File: src/design/lgrs_pkg.sv
// ----------------------------------------------------------------------------
// lgrs_pkg
// shared constants and types for the life generation row stream block
// ----------------------------------------------------------------------------
package lgrs_pkg;

   // cells per row and config register width
   localparam int unsigned MaxWidth   = 64;
   localparam int unsigned WidthBits  = 7;
   localparam logic [WidthBits-1:0] WidthReset = WidthBits'(MaxWidth);

   // result queue
   localparam int unsigned QueueDepth = 3;
   localparam int unsigned CountBits  = $clog2(QueueDepth + 1);

   // row-level control seen by every cell
   typedef struct packed {
      logic take;      // input row transfer this cycle
      logic holding;   // a row is held from before
      logic last;      // incoming row is the bottom row
   } ctrl_type;

   // column bits handed to the neighboring cells
   typedef struct packed {
      logic upper;     // row above the held row
      logic middle;    // held row
      logic below;     // incoming row (masked)
   } nbr_type;

   // one queued result
   typedef struct packed {
      logic [MaxWidth-1:0] row;
      logic                last;
   } result_type;

endpackage

File: src/design/lgrs_cell.sv
// ----------------------------------------------------------------------------
// lgrs_cell
// one board column: holds its upper and middle cell, counts live neighbors
// ----------------------------------------------------------------------------
module lgrs_cell (
   input  logic              clock,
   input  logic              reset,
   input  lgrs_pkg::ctrl_type ctrl,
   input  logic              row_bit,     // incoming cell, already masked
   input  logic              mask_bit,    // column is inside the active width
   input  lgrs_pkg::nbr_type lo_nbr,      // column one below in index
   input  lgrs_pkg::nbr_type hi_nbr,      // column one above in index
   output lgrs_pkg::nbr_type own_nbr,
   output logic              held_bit,    // next generation of the held row
   output logic              new_bit      // next generation of the incoming row
);

   logic       upper_ff, upper_in;
   logic       middle_ff, middle_in;
   logic [3:0] held_count;
   logic [3:0] new_count;
   logic       prev_lo, prev_c, prev_hi;

   // hand own bits to the neighbors
   assign own_nbr = '{upper: upper_ff, middle: middle_ff, below: row_bit};

   // neighbor count of the held row, incoming row below it
   assign held_count = 4'(lo_nbr.upper) + 4'(upper_ff) + 4'(hi_nbr.upper)
                     + 4'(lo_nbr.middle) + 4'(hi_nbr.middle)
                     + 4'(lo_nbr.below) + 4'(row_bit) + 4'(hi_nbr.below);

   // row above the incoming row when it is the bottom row
   assign prev_lo = ctrl.holding & lo_nbr.middle;
   assign prev_c  = ctrl.holding & middle_ff;
   assign prev_hi = ctrl.holding & hi_nbr.middle;

   // neighbor count of the incoming row, dead row below it
   assign new_count = 4'(prev_lo) + 4'(prev_c) + 4'(prev_hi)
                    + 4'(lo_nbr.below) + 4'(hi_nbr.below);

   // birth on three, survival on two or three
   assign held_bit = mask_bit & ((held_count == 4'd3) | ((held_count == 4'd2) & middle_ff));
   assign new_bit  = mask_bit & ((new_count == 4'd3) | ((new_count == 4'd2) & row_bit));

   // shift the column down one row per transfer, clear after the bottom row
   always_comb begin
      upper_in  = upper_ff;
      middle_in = middle_ff;
      if (ctrl.take) begin
         if (ctrl.last) begin
            upper_in  = 1'b0;
            middle_in = 1'b0;
         end else begin
            upper_in  = prev_c;
            middle_in = row_bit;
         end
      end
   end

   always_ff @(posedge clock) begin
      if (reset) begin
         upper_ff  <= 1'b0;
         middle_ff <= 1'b0;
      end else begin
         upper_ff  <= upper_in;
         middle_ff <= middle_in;
      end
   end

endmodule

File: src/design/life_generation_row_stream.sv
// latency: a result is offered the cycle after the transfer that causes it, queue empty
// a bottom row that follows a held row gives two results, the second queued behind the first
// throughput: one row per cycle while the result queue holds at most one row; as after a
// two-result transfer, the input stalls while the queue holds two or more rows
// reset clears the held rows and the queue count, and sets active_width to 64
// ----------------------------------------------------------------------------
// life_generation_row_stream
// one Game of Life generation over a row stream, dead border, one cell per column
// ----------------------------------------------------------------------------
module life_generation_row_stream (
   input  logic                            clock,
   input  logic                            reset,
   // configuration write
   input  logic                            csr_valid,
   output logic                            csr_ready,
   input  logic [lgrs_pkg::WidthBits-1:0]  csr_data,     // active_width
   // input rows
   input  logic                            req_tvalid,
   output logic                            req_tready,
   input  logic [lgrs_pkg::MaxWidth-1:0]   req_tdata,    // row_cells
   input  logic                            req_tlast,    // last_row
   // result rows
   output logic                            rsp_tvalid,
   input  logic                            rsp_tready,
   output logic [lgrs_pkg::MaxWidth-1:0]   rsp_tdata,    // next_row
   output logic                            rsp_tlast     // is_last
);

   logic [lgrs_pkg::WidthBits-1:0] active_width_ff;
   logic                           holding_ff, holding_in;
   logic [lgrs_pkg::CountBits-1:0] count_ff, count_in;
   logic [lgrs_pkg::CountBits-1:0] base;
   lgrs_pkg::result_type           queue_ff [lgrs_pkg::QueueDepth];
   lgrs_pkg::result_type           queue_in [lgrs_pkg::QueueDepth];
   lgrs_pkg::result_type           first_res, second_res;
   lgrs_pkg::ctrl_type             ctrl;
   lgrs_pkg::nbr_type              nbr [lgrs_pkg::MaxWidth];
   logic [lgrs_pkg::MaxWidth-1:0]  width_mask;
   logic [lgrs_pkg::MaxWidth-1:0]  row_masked;
   logic [lgrs_pkg::MaxWidth-1:0]  held_row;
   logic [lgrs_pkg::MaxWidth-1:0]  new_row;
   logic                           take, pop, push_held, push_new;

   // configuration register
   assign csr_ready = 1'b1;

   always_ff @(posedge clock) begin
      if (reset) begin
         active_width_ff <= lgrs_pkg::WidthReset;
      end else if (csr_valid && csr_ready) begin
         active_width_ff <= csr_data;
      end
   end

   // column mask, widths past the row saturate
   always_comb begin
      for (int c = 0; c < lgrs_pkg::MaxWidth; c++) begin
         width_mask[c] = (active_width_ff > lgrs_pkg::WidthBits'(c));
      end
   end

   assign row_masked = req_tdata & width_mask;

   // handshakes
   assign take       = req_tvalid & req_tready;
   assign pop        = rsp_tvalid & rsp_tready;
   assign req_tready = (count_ff <= lgrs_pkg::CountBits'(1));
   assign rsp_tvalid = (count_ff != '0);
   assign rsp_tdata  = queue_ff[0].row;
   assign rsp_tlast  = queue_ff[0].last;

   assign ctrl = '{take: take, holding: holding_ff, last: req_tlast};

   // chain of column cells, dead columns past both edges
   for (genvar c = 0; c < lgrs_pkg::MaxWidth; c++) begin : g_col
      lgrs_pkg::nbr_type lo_side, hi_side;
      if (c == 0) begin : g_lo_edge
         assign lo_side = '0;
      end else begin : g_lo_link
         assign lo_side = nbr[c-1];
      end
      if (c == lgrs_pkg::MaxWidth - 1) begin : g_hi_edge
         assign hi_side = '0;
      end else begin : g_hi_link
         assign hi_side = nbr[c+1];
      end
      lgrs_cell u_cell (
         .clock    (clock),
         .reset    (reset),
         .ctrl     (ctrl),
         .row_bit  (row_masked[c]),
         .mask_bit (width_mask[c]),
         .lo_nbr   (lo_side),
         .hi_nbr   (hi_side),
         .own_nbr  (nbr[c]),
         .held_bit (held_row[c]),
         .new_bit  (new_row[c])
      );
   end

   // results caused by this transfer
   assign push_held  = take & holding_ff;
   assign push_new   = take & req_tlast;
   assign first_res  = push_held ? lgrs_pkg::result_type'{row: held_row, last: 1'b0}
                                 : lgrs_pkg::result_type'{row: new_row, last: 1'b1};
   assign second_res = '{row: new_row, last: 1'b1};

   // result queue: shift out at the head, append after the survivors
   always_comb begin
      base = count_ff - lgrs_pkg::CountBits'(pop);
      for (int i = 0; i < lgrs_pkg::QueueDepth - 1; i++) begin
         queue_in[i] = pop ? queue_ff[i+1] : queue_ff[i];
      end
      queue_in[lgrs_pkg::QueueDepth-1] = queue_ff[lgrs_pkg::QueueDepth-1];
      for (int i = 0; i < lgrs_pkg::QueueDepth; i++) begin
         if ((push_held || push_new) && base == lgrs_pkg::CountBits'(i)) begin
            queue_in[i] = first_res;
         end
         if (push_held && push_new
             && lgrs_pkg::CountBits'(base + lgrs_pkg::CountBits'(1))
                == lgrs_pkg::CountBits'(i)) begin
            queue_in[i] = second_res;
         end
      end
      count_in = base + lgrs_pkg::CountBits'(push_held) + lgrs_pkg::CountBits'(push_new);
   end

   // held-row flag
   assign holding_in = take ? ~req_tlast : holding_ff;

   always_ff @(posedge clock) begin
      if (reset) begin
         count_ff   <= '0;
         holding_ff <= 1'b0;
      end else begin
         count_ff   <= count_in;
         holding_ff <= holding_in;
      end
   end

   // queue payload
   always_ff @(posedge clock) begin
      for (int i = 0; i < lgrs_pkg::QueueDepth; i++) begin
         queue_ff[i] <= queue_in[i];
      end
   end

endmodule

File: config.mk
export PLATFORM = sky130hd
export DESIGN_NAME = life_generation_row_stream
export DESIGN_NICKNAME = d
export VERILOG_FILES = /design/src/design/lgrs_pkg.sv /design/src/design/lgrs_cell.sv /design/src/design/life_generation_row_stream.sv
export SDC_FILE = /design/constraint.sdc
export NUM_CORES = 2
export LEC_CHECK = 0
export BUFFER_PORTS_ARGS = -buffer_cell sky130_fd_sc_hd__clkbuf_2
export CORE_MARGIN = 2
export CORE_UTILIZATION = 52
export DETAILED_ROUTE_END_ITERATION = 8
export GPL_TIMING_DRIVEN = 0
export HOLD_SLACK_MARGIN = 0.06
export PLACE_DENSITY_LB_ADDON = 0.1
export SYNTH_ARGS = -nofsm -noshare
export SYNTH_HDL_FRONTEND = slang
export SYNTH_SLANG_ARGS = --single-unit
File: constraint.sdc
create_clock -name clock -period 6.9 [get_ports clock]
set_input_delay 1.035 -clock clock [delete_from_list [all_inputs] [get_ports clock]]
set_output_delay 1.035 -clock clock [all_outputs]
set_load 0.1 [all_outputs]
==> results.yml <==
run_status:
  status: "finished, violations left"
  violations: "max-capacitance violations, max-slew violations"
floorplan:
  die_area_um2: 67000
  fp-row-count: 93
  ioPinCount: 145
  die_y_um: 259
  start_util_pct: 52.5
  dieWidth_um: 259
  coreArea_um2: 64300
sta:
  fin_skew_ns: 0.0221
  final_max_slew_viol_count: 21
  worstMarginPinSlew_ns: 1.55
  maxSlewHeadroom_pct: -3.31
  setup_viol_count_final: 0
  grt_setup_unrepaired: "no"
  tns_ns: 0
  period_needed_ns: 6.27
  fmax_mhz: 160
  finalHoldViolCount: 0
  fin_crit_sh_pct: 90.8
cts:
  cts_hold_buf: 0
  insertion_delay_ns: 0.60
  clockRootBuffer: "clkbuf_16"
  cts.clk_slew.worst_paths_ns: 0.06
  numCtsBuffers: 44
  cts_max_level: 2
  cts.repair.resized: 0
  cts_sinks: 333
  cts_max_path_buffers: 3
  cts_setup_buffers: 0
  cts_tree: "built"
logic_synthesis:
  synth_area_leaders: "fa_1 (23%), edfxtp_1 (17%), ha_1 (12%), inv_1 (8.9%), dfxtp_1 (8.4%)"
  ys_types: 78
  syn_area_um2: 33800
  yosysSeqAreaShare_pct: 25.4
  syn_area_per_cell_um2: 9.12
  synth.net_count: 4487
  ys_ff_latch: 333
  synth_top_flop_cell: "edfxtp_1"
  syn_inst: 3707
  ys_warn_count: 0
  synth.top_cell.area_share_pct: 22.5
  yosys.area.top_type: "fa_1"
  async_flop_share_pct: 0
  synth_edf_count: 192
pwr:
  p_sw_mw: 4.61
  leakagePower_nw: 17.3
  clockPowerShare_pct: 23.6
  combPwrFrac_pct: 48.0
  power_mw: 9.67
  power_density_nw_per_um2: 261
  switching_share_pct: 47.7
  ir_drop_mv: 0.248
  power_frac_seq_pct: 28.3
  p_int_mw: 5.05
place:
  gp_congestion: 1.02
  place_inst: 4710
  io_buffers: 142
  dp.final_hpwl_um: 90300
critical_path:
  rrSetupSlack_ns: 0.63
  reg2reg_depth: 16
  crit_path_start: "active_width_ff[1]"
  endpoint: "queue_ff[0][31]"
  critPathKind: "register to register"
  arrival_ns: 6.61
  worstPathRequired_ns: 7.25
  reg2reg_to: "queue_ff[0][31]"
  cp_max_fo: 10
  cp-start-kind: "register"
  r2r_start: "active_width_ff[1]"
  endpoint_kind: "register"
drt:
  ant_nets: 0
  drc: 0
  vias: 28500
  first_pass_iters: 9
  drt-vias-per-instance: 5.95
  routed_wl_um: 120000
  wire_per_inst_um: 25.0
  drtIter0Drc: 3346
layout:
  nets: 4681
  fin_cells: 4796
  utilization_pct: 57.6
  area_delta_synth_final_pct: 9.75
  final_layout_size_suffix_gt1_share_pct: 8.64
  final_common_cell: "inv_1"
  final_cell_mix: "inv_1 (799), fa_1 (380), nor2_1 (327)"
global_routing:
  overflow: 0
  antenna_found_initial: 4
  grt_pass1_wl_um: 176000
  grtUsageTotal_pct: 35.9
  grt_pass1_vias: 27800
  grt_max_degree: 54
hold_path:
  hold_class: "register to register"
  hold_depth: 2
run:
  max_cap_violations: 4
[critical path, stage by stage (launching register included)]
cell and delay, ns:
dfxtp_1 0.35, clkbuf_1 0.31, buf_2 0.31, nand2_1 0.29
o21ai_0 0.68, nand2_1 0.42, fa_1 0.63, fa_1 0.42
inv_1 0.08, fa_1 0.19, inv_1 0.06, fa_1 0.38
a211o_1 0.24, a211oi_1 0.71, mux2i_1 0.21, or3_1 0.35
a22oi_1 0.39
[worst min path at each step]
| stage | from | to | slack, ns |
|---|---|---|---|
| after floorplan | queue_ff[0][130] | queue_ff[0][130] | 0.44 |
| after global placement | queue_ff[0][130] | queue_ff[0][130] | 0.45 |
| after detailed placement | queue_ff[0][130] | queue_ff[0][130] | 0.47 |
| after CTS | queue_ff[0][130] | queue_ff[0][130] | 0.49 |
| after global routing | queue_ff[0][130] | queue_ff[0][130] | 0.51 |
| final | queue_ff[0][130] | queue_ff[0][130] | 0.49 |
[cell type report]
| type | instances | area (um^2) |
|---|---|---|
| fill | 5925 | 27300 |
| timing repair buffer | 148 | 813 |
| multi-input combinational | 2349 | 21100 |
| clock buffer | 64 | 1250 |
| inverter | 800 | 3000 |
| buffer | 225 | 1120 |
| tap | 855 | 1070 |
| sequential | 333 | 8590 |
| antenna | 4 | 10.0 |
| clock inverter | 18 | 125 |
[metrics by stage]
stage / cell area (um^2) / setup WS, ns / hold WS, ns
floorplan: 33800 / 2.31 / 0.436
global placement: 35600 / -0.647 / 0.454
detailed placement: 35700 / 0.898 / 0.474
CTS: 37100 / 0.868 / 0.487
global route: 37100 / 0.549 / 0.512
finish: 37100 / 0.633 / 0.486
[logic make-up (layout without fill, tap and decap cells)]
| logic type | count (synthesis) | in the layout | share of synthesized area [%] |
|---|---|---|---|
| compound gates | 706 | 706 | 14.3 |
| buf+inv | 1025 | 1255 | 12.2 |
| flops | 333 | 333 | 25.4 |
| mux | 19 | 19 | 0.570 |
| xor+xnor | 2 | 2 | 0.0518 |
| fa+ha+maj | 703 | 703 | 34.5 |
| other cells | 1 | 5 | 0.0111 |
| simple gates | 918 | 918 | 13.0 |
[sequential cells by signal, indices dropped and copies added (netlist names)]
register,flops
g_col.u_cell.middle_ff,64
g_col.u_cell.upper_ff,64
holding_ff,1
active_width_ff,7
count_ff,2
queue_ff,195
[Yosys cell counts (all sizes together) (14+ instances only)]
cell and instances:
ha 323, nor2 327, clkbuf 119, edfxtp 192, o22ai 31, or3 19, nor2b 63, mux2i 17
nand2 217, a211oi 26, a31oi 31, nand3 37, a221o 38, a22oi 86, a22o 14, o31ai 16
a211o 21, o21ai 72, o211ai 26, buf 106, a21oi 212, fa 380, and2 16, dfxtp 141
nand2b 40, inv 800, nor3 100, nor3b 26
[power by group through the flow]
stage          clock network [mW]  registers, mW  logic [mW]
2_1_floorplan                   0           2.78        3.10
3_3_place_gp                    0           2.82        4.42
3_5_place_dp                    0           2.77        4.52
4_1_cts                      2.28           2.74        4.54
5_1_grt                      2.36           2.77        4.86
6_report                     2.29           2.74        4.64
[metal layers]
| metal | GRT usage, % | share of wire [%] |
|---|---|---|
| met3 | 7.52 | 11 |
| met4 | 19.4 | 6.2 |
| met1 | 49.0 | 40 |
| met2 | 53.8 | 43 |
| met5 | 0 | 0.011 |
Note: power is estimated with default switching activity, not from simulation.
